**src/design/mpab_pkg.sv**
```systemverilog
`timescale 1ns / 1ps
package mpab_pkg;

    localparam int NUM_POOLS   = 16;
    localparam int IDX_W       = (NUM_POOLS > 1) ? $clog2(NUM_POOLS) : 1;
    localparam int CNT_W       = $clog2(NUM_POOLS + 1);
    localparam int SIZE_W      = 40;
    localparam int ALIGN_W     = 33;
    localparam int TYPE_W      = 5;
    localparam int OUT_IDX_W   = 4;
    localparam int DIV_STEPS   = SIZE_W;
    localparam int DIV_CNT_W   = $clog2(DIV_STEPS);

    localparam logic [SIZE_W-1:0] BLOCK_RESET = 40'd67108864;

    localparam logic CMD_ALLOC   = 1'b0;
    localparam logic CMD_RELEASE = 1'b1;

    // one input beat
    typedef struct packed {
        logic                command;
        logic [TYPE_W-1:0]   mem_type;
        logic [SIZE_W-1:0]   req_size;
        logic [ALIGN_W-1:0]  req_align;
    } t_item;

    // one result beat
    typedef struct packed {
        logic                 ok;
        logic [OUT_IDX_W-1:0] pool_index;
        logic [SIZE_W-1:0]    alloc_offset;
        logic [SIZE_W-1:0]    alloc_size;
        logic                 new_pool;
    } t_result;

    // request as broadcast to the pool cells
    typedef struct packed {
        logic [TYPE_W-1:0]  mem_type;
        logic [SIZE_W-1:0]  size;
        logic [ALIGN_W-1:0] align;
        logic [SIZE_W-1:0]  cap_new;
        logic               shareable;
    } t_req;

    // phase strobes from the sequencer
    typedef struct packed {
        logic load;
        logic shift;
        logic align;
        logic fit;
    } t_ctl;

    // a cell taking the request
    typedef struct packed {
        logic              hit;
        logic              append;
        logic [SIZE_W-1:0] offset;
    } t_claim;

endpackage

```
**src/design/mpab_cell.sv**
```systemverilog
`timescale 1ns / 1ps
module mpab_cell import mpab_pkg::*; (
    input  logic   i_clk,
    input  logic   i_rst_n,
    input  t_ctl   i_ctl,
    input  t_req   i_req,
    input  logic   i_valid,
    input  logic   i_tok,
    output logic   o_tok,
    output t_claim o_claim
);

    // pool entry
    logic [TYPE_W-1:0]  r_type;
    logic [SIZE_W-1:0]  r_cap;
    logic [SIZE_W-1:0]  r_off;

    // bit-serial remainder of offset / align
    logic [SIZE_W-1:0]  r_dvd;
    logic [ALIGN_W-1:0] r_rem;
    logic [SIZE_W:0]    r_alg;
    logic               r_fit;

    logic               r_tok;
    logic               r_hit;
    logic               r_app;
    logic [SIZE_W-1:0]  r_coff;

    logic [ALIGN_W:0]   w_trial;
    logic [ALIGN_W:0]   w_diff;
    logic               w_ge;
    logic [ALIGN_W-1:0] n_rem;
    logic [ALIGN_W-1:0] w_pad;
    logic [SIZE_W:0]    w_alg;
    logic [SIZE_W+1:0]  w_end;
    logic               w_fits;
    logic               w_match;
    logic               w_take_hit;
    logic               w_take_app;

    always_comb begin
        w_trial = {r_rem, r_dvd[SIZE_W-1]};
        w_diff  = w_trial - {1'b0, i_req.align};
        w_ge    = w_trial >= {1'b0, i_req.align};
        n_rem   = w_ge ? w_diff[ALIGN_W-1:0] : w_trial[ALIGN_W-1:0];
        // round up: add the distance to the next multiple
        w_pad   = (r_rem != '0) ? (i_req.align - r_rem) : '0;
        w_alg   = {1'b0, r_off} + (SIZE_W+1)'(w_pad);
        w_end   = {1'b0, r_alg} + (SIZE_W+2)'(i_req.size);
        // a zero-size request fits even when the aligned offset is past the end
        w_fits  = (i_req.size == '0) || (w_end <= {2'b00, r_cap});
        w_match = i_valid && (r_type == i_req.mem_type) && i_req.shareable && r_fit;
        w_take_hit = i_tok && w_match;
        w_take_app = i_tok && !i_valid;
    end

    always_ff @(posedge i_clk) begin
        if (!i_rst_n) begin
            r_tok <= 1'b0;
            r_hit <= 1'b0;
            r_app <= 1'b0;
        end else begin
            r_tok <= i_tok && i_valid && !w_match;
            r_hit <= w_take_hit;
            r_app <= w_take_app;
        end
    end

    always_ff @(posedge i_clk) begin
        if (i_ctl.load) begin
            r_dvd <= r_off;
            r_rem <= '0;
        end else if (i_ctl.shift) begin
            r_dvd <= {r_dvd[SIZE_W-2:0], 1'b0};
            r_rem <= n_rem;
        end
        if (i_ctl.align) begin
            r_alg <= w_alg;
        end
        if (i_ctl.fit) begin
            r_fit <= w_fits;
        end
        if (w_take_hit) begin
            r_off  <= w_end[SIZE_W-1:0];
            r_coff <= r_alg[SIZE_W-1:0];
        end else if (w_take_app) begin
            r_type <= i_req.mem_type;
            r_cap  <= i_req.cap_new;
            r_off  <= i_req.size;
            r_coff <= '0;
        end
    end

    assign o_tok          = r_tok;
    assign o_claim.hit    = r_hit;
    assign o_claim.append = r_app;
    assign o_claim.offset = r_coff;

endmodule

```
**config.mk**
```make
export PLATFORM = sky130hd
export DESIGN_NAME = mpab_cell
export DESIGN_NICKNAME = d
export VERILOG_FILES = /design/src/design/mpab_pkg.sv /design/src/design/mpab_cell.sv
export SDC_FILE = /design/constraint.sdc
export NUM_CORES = 1
export LEC_CHECK = 0
export BUFFER_PORTS_ARGS = -buffer_cell sky130_fd_sc_hd__buf_2
export CAP_MARGIN = 15
export CELL_PAD_IN_SITES_DETAIL_PLACEMENT = 0
export CELL_PAD_IN_SITES_GLOBAL_PLACEMENT = 1
export CORE_MARGIN = 1.5
export CORE_UTILIZATION = 51
export DETAILED_ROUTE_END_ITERATION = 6
export PLACE_DENSITY_LB_ADDON = 0.1
export SLEW_MARGIN = 20
export SYNTH_ARGS = -nofsm -noshare
export SYNTH_HDL_FRONTEND = slang
export SYNTH_SLANG_ARGS = --single-unit
```
**constraint.sdc**
```tcl
create_clock -name i_clk -period 11.1 [get_ports i_clk]
set_clock_uncertainty 0.15 [all_clocks]
set_input_delay 3.33 -clock i_clk [delete_from_list [all_inputs] [get_ports i_clk]]
set_output_delay 3.33 -clock i_clk [all_outputs]
set_load 0.05 [all_outputs]
```
==> impl_metrics.py, run 1 <==
metrics = {
    "global_routing": {
        "grt_pass1_vias": 13857,
        "antenna_found_initial": 2,
        "grt_pass1_wl_mm": 73.53,
        "grt_max_degree": 68,
        "track_usage_pct": 25.99,
        "grt-ovfl-total": 0,
    },
    "setup_path": {
        "cp-end-kind": "flip-flop",
        "crit_fanout": 6,
        "r2r-end": "r_alg[40]$_DFFE_PP_",
        "r2r_start": "r_rem[1]$_SDFFE_PP0P_",
        "critical-path-max-stage-delay_ps": 510,
        "crit_required_ps": 11250,
        "worstSetupPathType": "in -> reg",
        "cp_slowest_cell": "o41a_1",
        "critPathLaunchType": "input pin",
        "reg2reg_depth": 22,
        "cp.arrival_ps": 8170,
        "path_cells": "buf_2 > ha_1 > nor2b_1 > o31a_1 > o41a_1 > o21ai_0 > nand2b_1 > a21o_1 > a21oi_1 > o21ai_1 > xnor2_1 > nor2_1 > ha_1 > a211oi_1 > o21ai_0 > nor3_1 > a211oi_1 > a21bo_1 > o31ai_1 > o21ai_1 > a21o_1 > and4_1",
        "regToRegSetupSlack_ps": 5460,
    },
    "sta": {
        "fmax_ghz": 0.1248,
        "fin_crit_sh_pct": 72.22,
        "drv_slew": 0,
        "slew-limit-headroom_pct": 29.40,
        "timing.final.ws_setup_ps": 3084,
        "worst_pin_slew_ps": 1049,
        "hold_violations": 0,
        "finalSetupTns_ps": 0,
        "layout_min_cycle_time_ps": 8016,
        "whs_ps": 386.2,
        "rsz0062_at_grt": "no",
        "setup_viol": 0,
    },
    "logic_synthesis": {
        "synth_edf_count": 207,
        "async_flop_share_pct": 0,
        "ys_ff_latch": 243,
        "avgSynthCellArea_um2": 9.562,
        "ys_types": 74,
        "postSynth.topFlopCell": "edfxtp_1",
        "syn_inst": 1852,
        "yosys_warnings": 0,
        "syn-num-nets": 2161,
        "synth_area_um2": 17710,
        "synth.yosys.seq_area_share_pct": 39.17,
    },
    "die": {
        "die-area_um2": 35850,
        "start_util_pct": 51.52,
        "core_region_area_um2": 34370,
        "ios": 170,
        "die_x_um": 189.3,
        "num_rows": 68,
        "fp.dieH_um": 189.3,
    },
    "cts": {
        "clk_pin_slew_ps": 60,
        "clkSinkCount": 243,
        "cts_setup_buffers": 0,
        "postCtsHoldBufs": 0,
        "cts.repair.resized": 0,
        "htreeDepth": 1,
        "cts_inserted_buffers": 27,
        "tritoncts": "done",
        "cts_buffer_depth": 3,
        "clk_latency_ps": 550,
        "cts_root_buf": "clkbuf_16",
    },
    "place": {
        "dp_cells": 2430,
        "hpwlAfterDp_mm": 36.31,
        "port_buffers": 169,
        "gp_congestion": 0.8914,
        "place_ws_ps": 2555,
    },
    "drt": {
        "first_iter_violations": 783,
        "wl_per_cell_um": 18.92,
        "vias": 14255,
        "via_per_inst": 5.750,
        "drc": 0,
        "dr.pass1.iters": 4,
        "drt-total-wl_mm": 46.91,
        "ant_nets": 0,
    },
    "pwr": {
        "clockPowerShare_pct": 26.3,
        "switchingPower_mw": 1.269,
        "seqPwrFrac_pct": 33.4,
        "internal-power_mw": 2.267,
        "powerDensity_nw_per_um2": 177.8,
        "switching_share_pct": 35.88,
        "combPwrFrac_pct": 40.3,
        "leakagePower_nw": 8.808,
        "ir_drop_mv": 0.1650,
    },
    "cells_and_area": {
        "mostFrequentLayoutCells": "edfxtp_1 (207), ha_1 (178), buf_2 (169), nor2_1 (160), nand2_1 (149)",
        "layout.cells.most_common": "edfxtp_1",
        "nNetsFinal": 2313,
        "drive_above_1_share_pct": 14.58,
        "layoutNonFillerInstCount": 2479,
        "fin_util_pct": 57.87,
        "area_delta_synth_final_pct": 12.33,
    },
    "worst_hold_path": {
        "hold_path_depth": 2,
        "hold_start": "r_rem[25]$_SDFFE_PP0P_",
        "hold_class": "reg -> reg",
        "hold_end": "r_rem[25]$_SDFFE_PP0P_",
    },
    "flow_run": {
        "maxCapViolations": 0,
    },
    "outcome": {
        "status": "finished, final reports clean",
    },
}
-- critical path: cells and delay by family --
kind	cells	cell delay [ps]
buffers and inverters	1	130
adder cells (fa/ha/maj)	2	640
AND/OR/NAND/NOR	5	760
XOR/XNOR	1	140
AO/OA/AOI/OAI	13	3170
-- kinds of logic (layout without fill, tap and decap cells) --
group           count (synthesis)  in the layout  share of synthesized area [%]
simple gates                  552            552                          14.68
fa+ha+maj                     182            182                          13.03
buf+inv                       196            367                          4.281
mux                            69             69                          4.296
other cells                     0              1                              0
flops                         243            243                          39.17
compound gates                489            489                          18.56
xor+xnor                      121            121                          5.984
-- worst max path at each step --
stage / startpoint / slack [ps] / to / depth (start not counted)
after floorplan: i_req[42] / 3290 / r_alg[35]$_DFFE_PP_ / 21
after global placement: i_req[42] / 2620 / r_alg[40]$_DFFE_PP_ / 22
after detailed placement: i_req[42] / 2560 / r_alg[40]$_DFFE_PP_ / 22
after CTS: i_req[42] / 3100 / r_alg[40]$_DFFE_PP_ / 22
after global routing: i_req[42] / 2650 / r_alg[40]$_DFFE_PP_ / 22
final: i_req[42] / 3080 / r_alg[40]$_DFFE_PP_ / 22
-- per-stage QoR --
step | instance area [µm²] | power [mW]
detailed placement | 18990 | 2.610
global route | 19890 | 3.759
floorplan | 17710 | 2.241
CTS | 19890 | 3.550
finish | 19890 | 3.536
global placement | 18990 | 2.588
-- cell type report --
class | instances | area (µm²)
diodes | 1 | 2.502
clock buffers | 33 | 698.2
clock inverters | 15 | 201.4
fillers | 3144 | 14480
inverters | 141 | 529.3
multi-input cells | 1413 | 10040
flip-flops and latches | 243 | 6937
well taps | 455 | 569.3
repair buffers | 178 | 913.4
-- Yosys cell counts, drive strengths merged, types with 6 or more instances --
cell type	n	area, µm²
clkbuf	44	165.2
a31oi	16	115.1
a21oi	136	688.2
a211oi	37	282.8
o21a	35	262.8
nor4	22	137.6
nand3	34	170.2
nand2b	21	131.4
ha	178	2227
mux2i	13	130.1
a2111oi	6	71.32
o211ai	8	60.06
nor3	44	220.2
a21o	71	533.0
and3	51	319.1
dfxtp	36	720.7
a211o	6	52.55
or2	6	37.54
nand2	149	559.3
and2	8	50.05
o21ai	86	434.2
o31ai	10	75.07
mux2	56	630.6
buf	11	63.81
edfxtp	207	6216
xnor2	79	691.9
nor2b	21	131.4
o41ai	6	67.56
inv	141	529.3
nand4	24	150.1
nor2	160	600.6
o21bai	21	157.7
xor2	42	367.9
-- power groups by stage --
| stage | clock network, mW | logic (mW) | registers (mW) |
|---|---|---|---|
| detailed placement | 0 | 1.41 | 1.20 |
| global route | 0.980 | 1.59 | 1.19 |
| global placement | 0 | 1.39 | 1.20 |
| floorplan | 0 | 1.07 | 1.18 |
| CTS | 0.946 | 1.42 | 1.18 |
| finish | 0.930 | 1.43 | 1.18 |
-- state kept, by name, indices dropped and copies added, names as in the netlist --
signal / cells
r_alg: 41
r_cap: 40
r_coff: 40
r_dvd: 40
r_off: 40
r_rem: 33
r_type: 5
o_tok: 1
r_app: 1
r_fit: 1
r_hit: 1
-- routing by layer --
metal	global-route usage [%]	wire length, µm	vias up
met1	34.34	21000	6765
met4	6.502	1149	2
met3	2.892	1878	61
met5	0	7	-
met2	45.38	22870	308
li1	-	-	7119
Power figures use the tool's default switching activity.
==> run 2: changes to the inputs <==
CORE_UTILIZATION = 47   (was 51)
clock period = 7.8 ns   (was 11.1 ns; I/O delays follow)
==> run 2 against run 1 <==
First-iteration DRC count rose by 1.8%; sequential power rose by 42%; largest power group unchanged; non-clock buffer count rose by 5; cell area rose by 0.19%; critical path type unchanged; utilization fell by 3.8 points; final cell count rose by 2.1%; clock-buffer cell count fell by 4; highest routed layer is now met4; routed wire length rose by 0.64%; global-route usage fell by 2.0 points.
==> impl_metrics.py, run 2 (synthesis results as in run 1) <==
metrics = {
    "outcome": {
        "status": "finished, final reports clean",
    },
    "flow_run": {
        "maxCapViolations": 0,
    },
    "global_routing": {
        "track_usage_pct": 23.98,
        "antenna_found_initial": 0,
        "grt_max_degree": 68,
        "grt_pass1_vias": 13566,
        "grt-ovfl-total": 0,
        "grt_pass1_wl_mm": 73.30,
    },
    "drt": {
        "dr.pass1.iters": 6,
        "ant_nets": 0,
        "drt-total-wl_mm": 47.21,
        "wl_per_cell_um": 18.65,
        "via_per_inst": 5.639,
        "first_iter_violations": 797,
        "vias": 14277,
        "drc": 0,
    },
    "cts": {
        "cts_root_buf": "clkbuf_16",
        "cts_buffer_depth": 3,
        "cts.repair.resized": 0,
        "clkSinkCount": 243,
        "cts_inserted_buffers": 27,
        "clk_pin_slew_ps": 60,
        "clk_latency_ps": 550,
        "cts_setup_buffers": 0,
        "htreeDepth": 1,
        "postCtsHoldBufs": 0,
        "tritoncts": "done",
    },
    "setup_path": {
        "crit_fanout": 6,
        "worstSetupPathType": "in -> reg",
        "r2r-end": "r_alg[40]$_DFFE_PP_",
        "reg2reg_depth": 22,
        "critPathLaunchType": "input pin",
        "cp.arrival_ps": 7130,
        "regToRegSetupSlack_ps": 2210,
        "critPathLaunch": "i_req[42]",
        "endpoint": "r_alg[40]$_DFFE_PP_",
        "crit_required_ps": 7950,
        "cp-end-kind": "flip-flop",
        "r2r_start": "r_rem[1]$_SDFFE_PP0P_",
    },
    "pwr": {
        "p_total_mw": 4.947,
        "leakagePower_nw": 8.792,
        "ir_drop_mv": 0.1946,
        "powerDensity_nw_per_um2": 248.2,
    },
    "cells_and_area": {
        "layout.cells.most_common": "edfxtp_1",
        "drive_above_1_share_pct": 14.99,
        "mostFrequentLayoutCells": "edfxtp_1 (207), ha_1 (178), buf_2 (169), nor2_1 (160), nand2_1 (149)",
        "area_delta_synth_final_pct": 12.54,
        "nNetsFinal": 2318,
        "largest_reg_flops": 41,
        "n_antenna_cell": 0,
        "design_area_um2": 19930,
        "max_flop_register": "r_alg",
        "layoutNonFillerInstCount": 2532,
        "fin_util_pct": 54.05,
    },
    "die": {
        "start_util_pct": 48.03,
        "die-area_um2": 38850,
        "die_x_um": 197.1,
        "ios": 170,
        "core_region_area_um2": 36870,
        "num_rows": 70,
        "fp.dieH_um": 197.1,
    },
    "place": {
        "place_ws_ps": 367.7,
        "place_area_um2": 19090,
        "port_buffers": 169,
        "hpwlAfterDp_mm": 37.01,
        "gp_congestion": 0.9016,
        "dp_cells": 2484,
    },
    "sta": {
        "finalSetupTns_ps": 0,
        "drv_slew": 0,
        "slew-limit-headroom_pct": 30.19,
        "layout_min_cycle_time_ps": 6983,
        "fmax_ghz": 0.1432,
        "fin_crit_sh_pct": 89.53,
        "hold_violations": 0,
        "timing.final.ws_setup_ps": 816.5,
        "worst_pin_slew_ps": 1038,
        "rsz0062_at_grt": "no",
        "setup_viol": 0,
        "whs_ps": 379.9,
    },
    "worst_hold_path": {
        "hold_class": "reg -> reg",
    },
}
[run 2: metal layers]
metal  vias to the layer above  global-route usage (%)  routed length (µm)  share of wire, %
met2                       294                   40.83               22720                48
met4                         0                   5.428                1046               2.2
met5                         -                       0                   0                 0
met1                      6793                   32.84               21610                46
li1                       7137                       -                   -                 -
met3                        53                   2.544                1836               3.9
[run 2: worst max-delay path, cell delays in order]
cell and delay (ps):
buf_2 130, ha_1 280, nor2b_1 140, o31a_1 280, o41a_1 420, o21ai_0 160
nand2b_1 110, a21o_1 190, a21oi_1 210, o21ai_1 120, xnor2_1 140, nor2_1 60
ha_1 390, a211oi_1 240, o21ai_0 150, nor3b_1 310, a211oi_1 150, a21bo_1 230
o31ai_1 430, o21ai_1 190, a21o_1 250, and4_1 190
[run 2: area by class of cell]
cell class                      instances  area, µm²
Tap cell                              504      630.6
Multi-Input combinational cell       1413      10040
Fill cell                            3453      16940
Sequential cell                       243       6937
Clock inverter                         19      155.1
Inverter                              141      529.3
Clock buffer                           29      683.2
Timing Repair Buffer                  183      950.9
[run 2: worst min path at each step]
stage                                      start                endpoint  cells after the start
after floorplan           r_rem[21]$_SDFFE_PP0P_  r_rem[21]$_SDFFE_PP0P_                      2
after global placement    r_rem[21]$_SDFFE_PP0P_  r_rem[21]$_SDFFE_PP0P_                      2
after detailed placement  r_rem[21]$_SDFFE_PP0P_  r_rem[21]$_SDFFE_PP0P_                      2
after CTS                 r_rem[21]$_SDFFE_PP0P_  r_rem[21]$_SDFFE_PP0P_                      2
after global routing      r_rem[21]$_SDFFE_PP0P_  r_rem[21]$_SDFFE_PP0P_                      2
final                     r_rem[16]$_SDFFE_PP0P_  r_rem[16]$_SDFFE_PP0P_                      2
[run 2: report_power, final]
group          switching [mW]  internal [mW]  total [mW]
combinational            1.18          0.850        2.03
sequential             0.0965           1.58        1.68
clock                   0.539          0.697        1.24
